--- src/design/ugrb_pkg.sv ---
`default_nettype none
package ugrb_pkg;

    // Batch store geometry
    localparam int BATCH_DEPTH = 32;
    localparam int ADDR_W      = $clog2(BATCH_DEPTH);
    localparam int FILL_W      = $clog2(BATCH_DEPTH + 1);
    localparam int IDX_W       = FILL_W + 1;

    // Field widths
    localparam int WORD_W     = 32;
    localparam int TS_W       = 64;
    localparam int CNT_W      = 32;
    localparam int GROUP_W    = 4;
    localparam int MSG_LEN_W  = 3;
    localparam int CFG_IDX_W  = 4;
    localparam int CFG_DATA_W = 6;

    localparam int LIMIT_MIN = 4;

    // Register indexes
    localparam logic [CFG_IDX_W-1:0] REG_ENABLE       = CFG_IDX_W'(0);
    localparam logic [CFG_IDX_W-1:0] REG_SOURCE_GROUP = CFG_IDX_W'(1);
    localparam logic [CFG_IDX_W-1:0] REG_DEST_GROUP   = CFG_IDX_W'(2);
    localparam logic [CFG_IDX_W-1:0] REG_BATCH_LIMIT  = CFG_IDX_W'(3);

    // Groupless message types
    localparam logic [3:0] MT_UTILITY = 4'h0;
    localparam logic [3:0] MT_STREAM  = 4'hF;

    typedef enum logic [1:0] {
        SEQ_IDLE,
        SEQ_FLUSH_EARLY,
        SEQ_FLUSH_END
    } seq_state_t;

    typedef struct packed {
        logic              issue;
        logic [ADDR_W-1:0] addr;
        logic              last;
        logic [TS_W-1:0]   ts;
        logic [CNT_W-1:0]  rcv;
        logic [CNT_W-1:0]  fwd;
    } rd_req_t;

    typedef struct packed {
        logic              en;
        logic [ADDR_W-1:0] addr;
        logic [WORD_W-1:0] data;
    } wr_req_t;

    // UMP words per message, by message type
    function automatic logic [MSG_LEN_W-1:0] msg_len(input logic [3:0] mt);
        logic [MSG_LEN_W-1:0] len;
        case (mt)
            4'h0, 4'h1, 4'h2, 4'h6, 4'h7: len = MSG_LEN_W'(1);
            4'h3, 4'h4, 4'h8, 4'h9, 4'hA: len = MSG_LEN_W'(2);
            4'hB, 4'hC:                   len = MSG_LEN_W'(3);
            default:                      len = MSG_LEN_W'(4);
        endcase
        return len;
    endfunction

endpackage
`default_nettype wire

--- src/design/ump_group_route_batcher_core.sv ---
`default_nettype none
// Throughput: one input beat per cycle while no batch is emitted; a flush holds
//   off input while its words are read out, and the reads wait while m_tready
//   is low (one RAM read port, one word a cycle).
// Flush path: the first word of a flush reaches m_tvalid through the sequencer
//   state register, the RAM read register and the output register.
// Reset: synchronous, active low; clears parser, fill, counters and pipeline.
//   Batch RAM contents are left undefined; only written entries are read.
module ump_group_route_batcher_core (
    input  wire logic        aclk,
    input  wire logic        aresetn,
    input  wire logic        s_tvalid,
    output logic             s_tready,
    // word [31:0], timestamp [95:32]
    input  wire logic [95:0] s_tdata,
    // delivery_end
    input  wire logic        s_tlast,
    output logic             m_tvalid,
    input  wire logic        m_tready,
    // out_word [31:0], out_timestamp [95:32], received_count [127:96],
    // forwarded_count [159:128]
    output logic [159:0]     m_tdata,
    // run_last
    output logic             m_tlast,
    input  wire logic        cfg_valid,
    output logic             cfg_ready,
    input  wire logic [3:0]  cfg_index,
    input  wire logic [5:0]  cfg_data
);

    localparam int FILL_W = ugrb_pkg::FILL_W;
    localparam int IDX_W  = ugrb_pkg::IDX_W;
    localparam int ADDR_W = ugrb_pkg::ADDR_W;
    localparam int LEN_W  = ugrb_pkg::MSG_LEN_W;

    // ---------------- configuration registers ----------------
    logic                             enable_reg;
    logic [ugrb_pkg::GROUP_W-1:0]     src_grp_reg, dst_grp_reg;
    logic [ugrb_pkg::CFG_DATA_W-1:0]  limit_reg;

    assign cfg_ready = 1'b1;

    always_ff @(posedge aclk) begin
        if (!aresetn) begin
            enable_reg  <= 1'b0;
            src_grp_reg <= '0;
            dst_grp_reg <= '0;
            limit_reg   <= ugrb_pkg::CFG_DATA_W'(32);
        end else if (cfg_valid && cfg_ready) begin
            case (cfg_index)
                ugrb_pkg::REG_ENABLE:       enable_reg  <= cfg_data[0];
                ugrb_pkg::REG_SOURCE_GROUP: src_grp_reg <= cfg_data[3:0];
                ugrb_pkg::REG_DEST_GROUP:   dst_grp_reg <= cfg_data[3:0];
                ugrb_pkg::REG_BATCH_LIMIT:  limit_reg   <= cfg_data;
                default: ;
            endcase
        end
    end

    // ---------------- state ----------------
    ugrb_pkg::seq_state_t state_reg, state_next;

    logic [FILL_W-1:0]          fill_reg, fill_next;
    logic [LEN_W-1:0]           left_reg, left_next;
    logic [LEN_W-1:0]           mlen_reg, mlen_next;
    logic                       kept_reg, kept_next;
    logic [ugrb_pkg::CNT_W-1:0] rcv_reg, rcv_next;
    logic [ugrb_pkg::CNT_W-1:0] fwd_reg, fwd_next;

    logic [FILL_W-1:0]          rd_idx_reg, rd_idx_next;
    logic [FILL_W-1:0]          rd_cnt_reg, rd_cnt_next;
    logic [FILL_W-1:0]          f2_cnt_reg, f2_cnt_next;
    logic                       end_pend_reg, end_pend_next;
    logic [ugrb_pkg::TS_W-1:0]  ts_reg, ts_next;

    // write held back until an early flush has read the old batch out
    logic                        pw_en_reg, pw_en_next;
    logic [ADDR_W-1:0]           pw_addr_reg, pw_addr_next;
    logic [ugrb_pkg::WORD_W-1:0] pw_data_reg, pw_data_next;

    // ---------------- input decode ----------------
    logic [ugrb_pkg::WORD_W-1:0] in_word, wword;
    logic [ugrb_pkg::TS_W-1:0]   in_ts;
    logic                        in_end;
    logic                        accept, step;
    logic [3:0]                  mt;
    logic                        first, grouped, hdr_kept, kept_now;
    logic [LEN_W-1:0]            len, mlen, left0, left1;
    logic [FILL_W-1:0]           limit_eff, fill_base, fill_new;
    logic [IDX_W-1:0]            sum, widx;
    logic                        flush_early, go_early, wr_ok, complete;

    assign in_word = s_tdata[31:0];
    assign in_ts   = s_tdata[95:32];
    assign in_end  = s_tlast;

    assign s_tready = (state_reg == ugrb_pkg::SEQ_IDLE);
    assign accept   = s_tvalid && s_tready;
    assign step     = accept && enable_reg;

    always_comb begin
        // limit saturated to 4..depth
        if (limit_reg < ugrb_pkg::CFG_DATA_W'(ugrb_pkg::LIMIT_MIN)) begin
            limit_eff = FILL_W'(ugrb_pkg::LIMIT_MIN);
        end else if (limit_reg > ugrb_pkg::CFG_DATA_W'(ugrb_pkg::BATCH_DEPTH)) begin
            limit_eff = FILL_W'(ugrb_pkg::BATCH_DEPTH);
        end else begin
            limit_eff = FILL_W'(limit_reg);
        end

        mt       = in_word[31:28];
        len      = ugrb_pkg::msg_len(mt);
        first    = (left_reg == '0);
        grouped  = (mt != ugrb_pkg::MT_UTILITY) && (mt != ugrb_pkg::MT_STREAM);
        hdr_kept = grouped && (in_word[27:24] == src_grp_reg);
        kept_now = first ? hdr_kept : kept_reg;
        mlen     = first ? len : mlen_reg;
        left0    = first ? len : left_reg;

        // overflow check made on the header word of a kept message
        sum         = IDX_W'(fill_reg) + IDX_W'(len);
        flush_early = first && hdr_kept && (sum > IDX_W'(limit_eff));
        go_early    = flush_early && (fill_reg != '0);
        fill_base   = flush_early ? '0 : fill_reg;

        wword = (first && hdr_kept) ? {in_word[31:28], dst_grp_reg, in_word[23:0]}
                                    : in_word;
        widx  = IDX_W'(fill_base) + IDX_W'(LEN_W'(mlen - left0));
        wr_ok = kept_now && (widx < IDX_W'(ugrb_pkg::BATCH_DEPTH));

        left1    = LEN_W'(left0 - LEN_W'(1));
        complete = (left1 == '0);
        fill_new = (complete && kept_now) ? FILL_W'(fill_base + FILL_W'(mlen)) : fill_base;
    end

    // ---------------- sequencer ----------------
    ugrb_pkg::wr_req_t wr;
    ugrb_pkg::rd_req_t rd;
    logic              rd_free;

    always_comb begin
        state_next    = state_reg;
        fill_next     = fill_reg;
        left_next     = left_reg;
        mlen_next     = mlen_reg;
        kept_next     = kept_reg;
        rcv_next      = rcv_reg;
        fwd_next      = fwd_reg;
        rd_idx_next   = rd_idx_reg;
        rd_cnt_next   = rd_cnt_reg;
        f2_cnt_next   = f2_cnt_reg;
        end_pend_next = end_pend_reg;
        ts_next       = ts_reg;
        pw_en_next    = pw_en_reg;
        pw_addr_next  = pw_addr_reg;
        pw_data_next  = pw_data_reg;

        wr.en   = 1'b0;
        wr.addr = widx[ADDR_W-1:0];
        wr.data = wword;

        rd.issue = 1'b0;
        rd.addr  = rd_idx_reg[ADDR_W-1:0];
        rd.last  = (FILL_W'(rd_idx_reg + 1'b1) == rd_cnt_reg);
        rd.ts    = ts_reg;
        rd.rcv   = rcv_reg;
        rd.fwd   = fwd_reg;

        case (state_reg)
            ugrb_pkg::SEQ_IDLE: begin
                if (step) begin
                    left_next     = in_end ? '0 : left1;
                    kept_next     = kept_now && !complete && !in_end;
                    mlen_next     = mlen;
                    rcv_next      = rcv_reg + ugrb_pkg::CNT_W'(complete);
                    fwd_next      = fwd_reg + ugrb_pkg::CNT_W'(complete && kept_now);
                    fill_next     = in_end ? '0 : fill_new;
                    ts_next       = in_ts;
                    f2_cnt_next   = in_end ? fill_new : '0;
                    end_pend_next = in_end;
                    rd_idx_next   = '0;
                    if (go_early) begin
                        pw_en_next   = wr_ok;
                        pw_addr_next = widx[ADDR_W-1:0];
                        pw_data_next = wword;
                        rd_cnt_next  = fill_reg;
                        state_next   = ugrb_pkg::SEQ_FLUSH_EARLY;
                    end else begin
                        wr.en = wr_ok;
                        if (in_end && (fill_new != '0)) begin
                            rd_cnt_next = fill_new;
                            state_next  = ugrb_pkg::SEQ_FLUSH_END;
                        end
                    end
                end
            end
            ugrb_pkg::SEQ_FLUSH_EARLY: begin
                rd.issue = rd_free;
                if (rd_free) begin
                    rd_idx_next = FILL_W'(rd_idx_reg + 1'b1);
                    if (rd.last) begin
                        // last old entry is read this cycle; safe to overwrite
                        wr.en      = pw_en_reg;
                        wr.addr    = pw_addr_reg;
                        wr.data    = pw_data_reg;
                        pw_en_next = 1'b0;
                        if (end_pend_reg && (f2_cnt_reg != '0)) begin
                            rd_idx_next = '0;
                            rd_cnt_next = f2_cnt_reg;
                            state_next  = ugrb_pkg::SEQ_FLUSH_END;
                        end else begin
                            state_next = ugrb_pkg::SEQ_IDLE;
                        end
                    end
                end
            end
            ugrb_pkg::SEQ_FLUSH_END: begin
                rd.issue = rd_free;
                if (rd_free) begin
                    rd_idx_next = FILL_W'(rd_idx_reg + 1'b1);
                    if (rd.last) begin
                        state_next = ugrb_pkg::SEQ_IDLE;
                    end
                end
            end
            default: begin
                state_next = ugrb_pkg::SEQ_IDLE;
            end
        endcase
    end

    always_ff @(posedge aclk) begin
        if (!aresetn) begin
            state_reg    <= ugrb_pkg::SEQ_IDLE;
            fill_reg     <= '0;
            left_reg     <= '0;
            mlen_reg     <= '0;
            kept_reg     <= 1'b0;
            rcv_reg      <= '0;
            fwd_reg      <= '0;
            rd_idx_reg   <= '0;
            rd_cnt_reg   <= '0;
            f2_cnt_reg   <= '0;
            end_pend_reg <= 1'b0;
            pw_en_reg    <= 1'b0;
        end else begin
            state_reg    <= state_next;
            fill_reg     <= fill_next;
            left_reg     <= left_next;
            mlen_reg     <= mlen_next;
            kept_reg     <= kept_next;
            rcv_reg      <= rcv_next;
            fwd_reg      <= fwd_next;
            rd_idx_reg   <= rd_idx_next;
            rd_cnt_reg   <= rd_cnt_next;
            f2_cnt_reg   <= f2_cnt_next;
            end_pend_reg <= end_pend_next;
            pw_en_reg    <= pw_en_next;
        end
    end

    // payload, no reset
    always_ff @(posedge aclk) begin
        ts_reg      <= ts_next;
        pw_addr_reg <= pw_addr_next;
        pw_data_reg <= pw_data_next;
    end

    // ---------------- batch store and output stage ----------------
    ugrb_store u_store (
        .aclk     (aclk),
        .aresetn  (aresetn),
        .wr       (wr),
        .rd       (rd),
        .rd_free  (rd_free),
        .m_tvalid (m_tvalid),
        .m_tready (m_tready),
        .m_tdata  (m_tdata),
        .m_tlast  (m_tlast)
    );

endmodule
`default_nettype wire

--- src/design/ugrb_store.sv ---
`default_nettype none
// Batch store RAM, registered read stage and output register.
module ugrb_store (
    input  wire logic              aclk,
    input  wire logic              aresetn,
    input  wire ugrb_pkg::wr_req_t wr,
    input  wire ugrb_pkg::rd_req_t rd,
    output logic                   rd_free,
    output logic                   m_tvalid,
    input  wire logic              m_tready,
    // out_word, out_timestamp, received_count, forwarded_count
    output logic [159:0]           m_tdata,
    output logic                   m_tlast
);

    logic [ugrb_pkg::WORD_W-1:0] mem [ugrb_pkg::BATCH_DEPTH];

    logic                        rd_valid_reg, rd_valid_next;
    logic [ugrb_pkg::WORD_W-1:0] rd_word_reg;
    logic                        rd_last_reg;
    logic [ugrb_pkg::TS_W-1:0]   rd_ts_reg;
    logic [ugrb_pkg::CNT_W-1:0]  rd_rcv_reg, rd_fwd_reg;

    logic                        out_valid_reg, out_valid_next;
    logic [ugrb_pkg::WORD_W-1:0] out_word_reg;
    logic                        out_last_reg;
    logic [ugrb_pkg::TS_W-1:0]   out_ts_reg;
    logic [ugrb_pkg::CNT_W-1:0]  out_rcv_reg, out_fwd_reg;

    logic take;

    assign take    = !out_valid_reg || m_tready;
    assign rd_free = !rd_valid_reg || take;

    always_comb begin
        rd_valid_next  = rd.issue || (rd_valid_reg && !take);
        out_valid_next = take ? rd_valid_reg : out_valid_reg;
    end

    // read-first: a write and a read of one entry in a cycle return old data
    always_ff @(posedge aclk) begin
        if (wr.en) begin
            mem[wr.addr] <= wr.data;
        end
        if (rd.issue) begin
            rd_word_reg <= mem[rd.addr];
            rd_last_reg <= rd.last;
            rd_ts_reg   <= rd.ts;
            rd_rcv_reg  <= rd.rcv;
            rd_fwd_reg  <= rd.fwd;
        end
        if (take && rd_valid_reg) begin
            out_word_reg <= rd_word_reg;
            out_last_reg <= rd_last_reg;
            out_ts_reg   <= rd_ts_reg;
            out_rcv_reg  <= rd_rcv_reg;
            out_fwd_reg  <= rd_fwd_reg;
        end
    end

    always_ff @(posedge aclk) begin
        if (!aresetn) begin
            rd_valid_reg  <= 1'b0;
            out_valid_reg <= 1'b0;
        end else begin
            rd_valid_reg  <= rd_valid_next;
            out_valid_reg <= out_valid_next;
        end
    end

    assign m_tvalid = out_valid_reg;
    assign m_tlast  = out_last_reg;
    assign m_tdata  = {out_fwd_reg, out_rcv_reg, out_ts_reg, out_word_reg};

endmodule
`default_nettype wire

--- config.mk ---
export PLATFORM = sky130hd
export DESIGN_NAME = ump_group_route_batcher_core
export DESIGN_NICKNAME = d
export VERILOG_FILES = /design/src/design/ugrb_pkg.sv /design/src/design/ump_group_route_batcher_core.sv /design/src/design/ugrb_store.sv
export SDC_FILE = /design/constraint.sdc
export NUM_CORES = 1
export LEC_CHECK = 0
export ABC_AREA = 0
export BUFFER_PORTS_ARGS = -buffer_cell sky130_fd_sc_hd__buf_2
export CAP_MARGIN = 15
export CORE_ASPECT_RATIO = 1.25
export CORE_MARGIN = 10
export CORE_UTILIZATION = 33
export DETAILED_ROUTE_END_ITERATION = 6
export GPL_TIMING_DRIVEN = 0
export PLACE_DENSITY = 0.48
export SLEW_MARGIN = 5
export SYNTH_ARGS = -nofsm -noshare
export SYNTH_HDL_FRONTEND = slang
export SYNTH_SLANG_ARGS = --single-unit
--- constraint.sdc ---
create_clock -name aclk -period 32.4 [get_ports aclk]
set_input_delay 9.72 -clock aclk [delete_from_list [all_inputs] [get_ports aclk]]
set_output_delay 9.72 -clock aclk [all_outputs]
set_load 0.03 [all_outputs]
==> results of run 1 <==
-- layout by cell type, fill, tap and decap left out, types with 24 or more instances in the layout --
master / Yosys / routed
and2_1: 68 / 67
buf_16: 0 / 37
buf_2: 2 / 276
buf_4: 1 / 53
buf_6: 2 / 46
clkbuf_1: 86 / 128
clkbuf_16: 0 / 167
clkinv_1: 2 / 41
dfxtp_1: 116 / 116
edfxtp_1: 1447 / 1447
ha_1: 27 / 27
inv_1: 37 / 37
mux2_2: 42 / 42
mux2i_1: 24 / 24
mux4_2: 320 / 320
nand2_1: 166 / 166
nand3_1: 39 / 39
nor2_1: 53 / 36
nor2b_1: 35 / 34
xnor2_1: 60 / 60
-- stage by stage --
step	cells	worst slack, ns	hold slack [ns]	instance area, µm²
after global routing	5887	14.72	0.4173	70800
final	5889	15.38	0.4060	70800
after floorplan	2800	14.45	0.4003	58660
after global placement	5421	7.944	0.4002	62960
after CTS	5872	15.51	0.4047	70530
after detailed placement	5567	14.63	0.4045	65320
-- area by class of cell --
type	count	area, µm²
Tap cell	2349	2939
Buffer	116	464.2
Inverter	39	146.4
Fill cell	15800	105500
Sequential cell	1563	45770
Clock inverter	94	854.6
Multi-Input combinational cell	1082	12530
Clock buffer	211	4354
Timing Repair Buffer	433	3731
Antenna cell	2	5.005
-- routing by layer --
metal / share of wire, % / wire length [µm] / vias to the layer above
li1: - / - / 12570
met1: 42 / 64950 / 15050
met2: 48 / 73520 / 959
met3: 6.8 / 10460 / 240
met4: 2.5 / 3783 / 8
met5: 0.14 / 218 / -
-- final timing paths --
check | startpoint | end | slack, ns
worst max register to register | fill_reg[0] | u_store.mem[24][12] | 24.97
worst max-delay path | s_tdata[30] | u_store.mem[24][12] | 15.38
worst min-delay path | u_store.rd_ts_reg[18] | u_store.out_ts_reg[18] | 0.41
worst min register to register | u_store.rd_ts_reg[18] | u_store.out_ts_reg[18] | 0.41
-- critical path, delay by kind of cell --
kind                       cells  cell delay, ns
buffers and inverters          9            1.98
adders and majority gates      5            1.58
xor gates and xnor gates       1            0.18
and+or+nand+nor                7            1.21
muxes                          2            0.40
AOI/OAI and AO/OA              7            2.46
-- power by group through the flow --
| stage | registers [W] | clock network [W] | logic (W) |
|---|---|---|---|
| global placement | 0.00224 | 0 | 0.0000520 |
| floorplan | 0.00224 | 0 | 0.0000276 |
| finish | 0.00220 | 0.00183 | 0.0000597 |
| global route | 0.00220 | 0.00197 | 0.0000660 |
| detailed placement | 0.00224 | 0 | 0.0000579 |
| CTS | 0.00220 | 0.00189 | 0.0000582 |
-- cell families (layout without fill, tap and decap cells) --
kind of cell               count (synthesis)  count (layout)
adders and majority gates                 31              31
buffers and inverters                    155             893
other                                      1               3
and+or+nand+nor                          465             465
AOI/OAI and AO/OA                        121             121
muxes                                    386             386
xor gates and xnor gates                  78              78
DFF                                     1563            1563
==> flow_summary_export.csv, run 1 <==
group,metric,value,unit
floorplanning,rows,172,
route,drt_wl_total,152.9,mm
sta,period_minus_slack,17.02,ns
sta,grt_setup_unrepaired,"false",
floorplanning,start_util,33.28,%
sta,worst_pin_slew,1.233,ns
critical_path,arrival,17.57,ns
place,port_buffers,272,
critical_path,worst-r2r-cell-count,26,
route,drt-pass1-iter-count,5,
final_layout,drive_above_1_share,30.55,%
route,num_vias,28820,
sta,clock.fmax,58.75,MHz
global_route,antenna_found_initial,10,
status,status,"complete, no violations",
synth,synth_area_leaders,"edfxtp_1 (74%), mux4_2 (12%), dfxtp_1 (4.0%)",
route,drt_iter0_drc,2464,
critical_path,cp_data_required_time,32.95,ns
floorplanning,dieHeight,491.4,µm
global_route,grt_util_met3,4.014,%
route,wire_per_inst,25.97,µm
sta,skew,0.02614,ns
synth,syn_avg_cell_area,20.95,µm²
synth,ys_types,71,
final_layout,final_util,40.17,%
place,hpwl,107.6,mm
synth,synth_compound_area_share,1.553,%
critical_path,crit_fanout,10,
sta,setup_viol,0,
synth,synth_xor_area_share,1.188,%
synth,synth_top_family_by_area,"multiplexers",
global_route,grt_pass1_vias,30110,
route,ant_nets,0,
synth,ys_ff_latch,1563,
floorplanning,ios,276,
synth,synthCells,2800,
power_and_ir_drop,power_density,57.79,mW/mm²
clocking,cts_resized,0,
synth,yosysMostFrequentCell,"edfxtp_1",
power_and_ir_drop,p_comb_share,1.5,%
synth,syn_nets,2943,
power_and_ir_drop,totalPowerFinal,0.004092,W
synth,synth_edf_count,1447,
final_layout,regMostFlops,"u_store.mem",
global_route,busiest_layer,"met2",
flow_run,drv_cap,0,
global_route,grt_use_met2,25.22,%
min_path,hold_class,"flop to flop",
floorplanning,fp.coreArea,0.1763,mm²
power_and_ir_drop,p_clk_share,44.8,%
power_and_ir_drop,switching_share,20.60,%
sta,final_hold_viol_count,0,
synth,synth_ff_type,"edfxtp_1",
final_layout,largest_reg_flops,1024,
clocking,cts_buffer_depth,3,
clocking,ctsHtreeMaxLevel,4,
power_and_ir_drop,intPower,0.003249,W
power_and_ir_drop,p_leak,22.70,nW
clocking,clk_pin_slew_worst_paths,0.06,ns
critical_path,cp-end-kind,"flop",
synth,synth_area_leader_cell,"edfxtp_1",
clocking,post-cts-setup-buffers,0,
critical_path,critPathKind,"input pin to flop",
sta,tns,0,ns
synth,yosysTopAreaCellShare,74.07,%
clocking,hold_buffers,0,
critical_path,max_stage_delay,1.04,ns
power_and_ir_drop,peakVddDrop,0.00004095,V
sta,post-route-period-util,52.53,%
clocking,cts_tree,"built",
global_route,use_met1,20.29,%
clocking,cts_buffers,165,
synth,yosysWarnings,0,
global_route,grt_max_degree,59,
route,drcViolationCount,0,
floorplanning,die_area,0.1951,mm²
final_layout,syn_to_final_growth,20.69,%
synth,synthArstFlopShare,0,%
synth,netlist_area,0.05866,mm²
route,vias_per_cell,4.895,
final_layout,nets,3543,
synth,ys_top_cells_by_count,"edfxtp_1 (1447), mux4_2 (320), nand2_1 (166)",
clocking,cts.sinks,1563,
global_route,gr-total-overflow,0,
min_path,hold_depth,0,
clocking,clkLatencyLatePin,0.80,ns
power_and_ir_drop,pwr-share-seq,53.7,%
clocking,clock-root-buffer,"clkbuf_16",
synth,synth.area.mux_share,13.50,%
place,place.gp.congestion,0.7613,
synth,synthSimpleGateAreaFrac,3.982,%
critical_path,critPathSlowestCell,"a32oi_1",
global_route,grt_use_total,15.49,%
synth,yosysSeqAreaShare,78.03,%
critical_path,start_kind,"input pin",
sta,slew_headroom,17.81,%
synth,synthAdderAreaFrac,0.7124,%
sta,slew_viol_final,0,
floorplanning,die_w,397.1,µm
power_and_ir_drop,p_switching,0.0008427,W
global_route,grt_pass1_wl,219.8,mm
Note: power is estimated with default switching activity, not from simulation.
==> run 2, diff against run 1 <==
--- a/config.mk
+++ b/config.mk
@@ -5,7 +5,7 @@
 export SDC_FILE = /design/constraint.sdc
 export NUM_CORES = 1
 export LEC_CHECK = 0
-export ABC_AREA = 0
+export ABC_AREA = 1
 export BUFFER_PORTS_ARGS = -buffer_cell sky130_fd_sc_hd__buf_2
 export CAP_MARGIN = 15
 export CORE_ASPECT_RATIO = 1.25
@@ -13,7 +13,7 @@
 export CORE_UTILIZATION = 33
 export DETAILED_ROUTE_END_ITERATION = 6
 export GPL_TIMING_DRIVEN = 0
-export PLACE_DENSITY = 0.48
+export PLACE_DENSITY = 0.5
 export SLEW_MARGIN = 5
 export SYNTH_ARGS = -nofsm -noshare
 export SYNTH_HDL_FRONTEND = slang
==> constraint.sdc (replaced) <==
create_clock -name aclk -period 13.6 [get_ports aclk]
set_input_delay 4.08 -clock aclk [delete_from_list [all_inputs] [get_ports aclk]]
set_output_delay 4.08 -clock aclk [all_outputs]
set_load 0.03 [all_outputs]
==> run 2 against run 1 <==
Net effect: clock-buffer cell count decreased by 5; die area increased by 1.6%; largest cell class unchanged; register-to-register slack got worse by 17 ns; synthesized cell count increased by 62%.
==> flow_summary_export.csv, run 2 <==
group,metric,value,unit
sta,setup_viol,0,
global_route,grt_pass1_wl,275.4,mm
flow_run,drv_cap,0,
synth,synth_area_leader_cell,"edfxtp_1",
synth,syn_avg_cell_area,13.15,µm²
synth,synth_edf_count,1447,
sta,grt_setup_unrepaired,"false",
sta,final_hold_viol_count,0,
clocking,cts_tree,"built",
floorplanning,rows,174,
power_and_ir_drop,peakVddDrop,0.0001052,V
clocking,ctsHtreeMaxLevel,4,
route,drt_iter0_drc,3782,
route,num_vias,39150,
synth,synth_compound_area_share,10.18,%
place,hpwl,134.5,mm
route,wire_per_inst,25.97,µm
clocking,clock-root-buffer,"clkbuf_16",
critical_path,max_stage_delay,0.71,ns
power_and_ir_drop,switching_share,21.18,%
synth,yosysMostFrequentCell,"edfxtp_1",
status,status,"complete, no violations",
route,ant_nets,0,
sta,skew,0.06240,ns
synth,ys_top_cells_by_count,"edfxtp_1 (1447), nor2_1 (777), o21ai_0 (661)",
power_and_ir_drop,p_leak,23.67,nW
final_layout,drive_above_1_share,13.01,%
clocking,cts_buffer_depth,3,
floorplanning,dieHeight,495.4,µm
clocking,cts.sinks,1563,
synth,yosysSeqAreaShare,76.72,%
global_route,gr-total-overflow,0,
power_and_ir_drop,pwr-share-seq,54.1,%
floorplanning,die_w,400.3,µm
global_route,grt_use_total,19.06,%
synth,synth_xor_area_share,0.5410,%
clocking,cts_resized,0,
final_layout,final_common_cell,"edfxtp_1",
floorplanning,start_util,33.18,%
critical_path,start_kind,"input pin",
power_and_ir_drop,power_density,136.8,mW/mm²
final_layout,final_cell_mix,"edfxtp_1 (1447), nor2_1 (744), o21ai_0 (659), nand2_1 (424), o22ai_1 (306)",
route,drt-pass1-iter-count,6,
final_layout,syn_to_final_growth,18.51,%
synth,synthSimpleGateAreaFrac,9.170,%
synth,synthCells,4538,
power_and_ir_drop,p_clk_share,44.0,%
synth,synthArstFlopShare,0,%
sta,period_minus_slack,9.480,ns
synth,yosysTopAreaCellShare,72.82,%
power_and_ir_drop,p_switching,0.002049,W
global_route,grt_max_degree,105,
route,vias_per_cell,5.189,
sta,slew_headroom,5.959,%
critical_path,cp-end-kind,"flop",
final_layout,nets,5186,
power_and_ir_drop,p_comb_share,1.9,%
min_path,hold_class,"flop to flop",
power_and_ir_drop,intPower,0.007625,W
place,port_buffers,274,
sta,post-route-period-util,69.71,%
critical_path,worst-r2r-cell-count,30,
synth,ys_ff_latch,1563,
route,drt_wl_total,195.9,mm
final_layout,regMostFlops,"u_store.mem",
place,place_inst,7254,
clocking,cts_buffers,160,
critical_path,cp_data_required_time,14.06,ns
synth,synth_top_family_by_area,"compound AO/OA/AOI/OAI gates",
clocking,clkLatencyLatePin,0.82,ns
place,place.gp.congestion,0.9217,
synth,ys_types,51,
critical_path,critPathKind,"input pin to flop",
sta,slew_viol_final,0,
synth,synth_area_leaders,"edfxtp_1 (73%), o21ai_0 (5.5%), nor2_1 (4.9%)",
sta,worst_pin_slew,1.399,ns
synth,synth_ff_type,"edfxtp_1",
floorplanning,die_area,0.1983,mm²
final_layout,final_util,39.32,%
sta,clock.fmax,105.5,MHz
global_route,grt_pass1_vias,38300,
final_layout,stdcell_count,7544,
clocking,clk_pin_slew_worst_paths,0.07,ns
floorplanning,ios,276,
global_route,antenna_found_initial,6,
synth,synth.area.mux_share,0,%
synth,netlist_area,0.05967,mm²
critical_path,crit_fanout,20,
floorplanning,fp.coreArea,0.1798,mm²
synth,yosysWarnings,0,
route,drcViolationCount,0,
critical_path,critPathSlowestCell,"nor2_4",
clocking,post-cts-setup-buffers,0,
final_layout,largest_reg_flops,1024,
clocking,hold_buffers,0,
synth,synthAdderAreaFrac,0.7004,%
critical_path,arrival,9.94,ns
synth,syn_nets,4681,
min_path,hold_depth,0,
run 2: cell count changes in the layout (fill, tap and decap cells not counted), moves of 119 or more:
| cell | previous run | this run |
|---|---|---|
| nor2_1 | 36 | 744 |
| o21ai_0 | 21 | 659 |
| mux4_2 | 320 | 0 |
| o22ai_1 | 3 | 306 |
| nand2_1 | 166 | 424 |
| clkbuf_1 | 128 | 262 |
| inv_1 | 37 | 156 |
run 2: path summary, 6_finish.rpt:
kind	startpoint	to	slack (ns)
max	s_tdata[29]	u_store.mem[12][3]	4.12
min	u_store.rd_ts_reg[62]	u_store.out_ts_reg[62]	0.41
max reg2reg	fill_reg[0]	u_store.mem[12][3]	7.70
min reg2reg	u_store.rd_ts_reg[62]	u_store.out_ts_reg[62]	0.41
run 2: routing by layer:
layer | global-route usage, % | part of all wire (%) | vias to the layer above
li1 | - | - | 17570
met1 | 23.18 | 39 | 19620
met2 | 32.39 | 49 | 1578
met3 | 4.135 | 7.6 | 378
met4 | 8.687 | 4.8 | 4
met5 | 0 | 0.013 | -
run 2: through the flow:
stage	hold slack (ns)	total power, W	TNS [ns]	cell area, µm²	setup WS [ns]
3_5_place_dp	0.4045	0.005524	0	65670	3.399
2_1_floorplan	0.4003	0.005413	0	59670	2.035
6_report	0.4060	0.009674	0	70710	4.120
3_3_place_gp	0.4004	0.005498	-421.17	64010	-2.674
4_1_cts	0.3864	0.009756	0	70650	4.227
5_1_grt	0.4079	0.009947	0	70710	3.698
run 2: cell families (layout without fill, tap and decap cells):
logic type	Yosys count	after routing
fa+ha+maj	31	31
other cells	1	3
flops	1563	1563
compound gates	1116	1116
simple gates	1372	1372
xor+xnor	36	36
buf+inv	419	1047
run 2: power by group through the flow:
stage | Combinational (W) | Sequential (W) | Clock (W)
floorplan | 0.0000731 | 0.00534 | 0
global placement | 0.000153 | 0.00534 | 0
detailed placement | 0.000184 | 0.00534 | 0
CTS | 0.000184 | 0.00524 | 0.00433
global route | 0.000198 | 0.00523 | 0.00451
finish | 0.000185 | 0.00524 | 0.00425
run 2: layout make-up:
cell class / instances / area [µm²]
multi-input combinational: 2556 / 12610
fill: 17130 / 109100
clock buffer: 206 / 4259
sequential: 1563 / 45770
timing repair buffer: 343 / 2754
tap: 2376 / 2973
antenna: 2 / 5.005
inverter: 170 / 645.6
buffer: 249 / 969.7
clock inverter: 79 / 720.7
run 2: worst max-delay path, delay by kind of cell:
kind	cells	cell delay (ns)
fa+ha+maj	5	1.52
compound gates	5	0.78
simple gates	14	2.23
buf+inv	10	1.02
xor+xnor	2	0.29
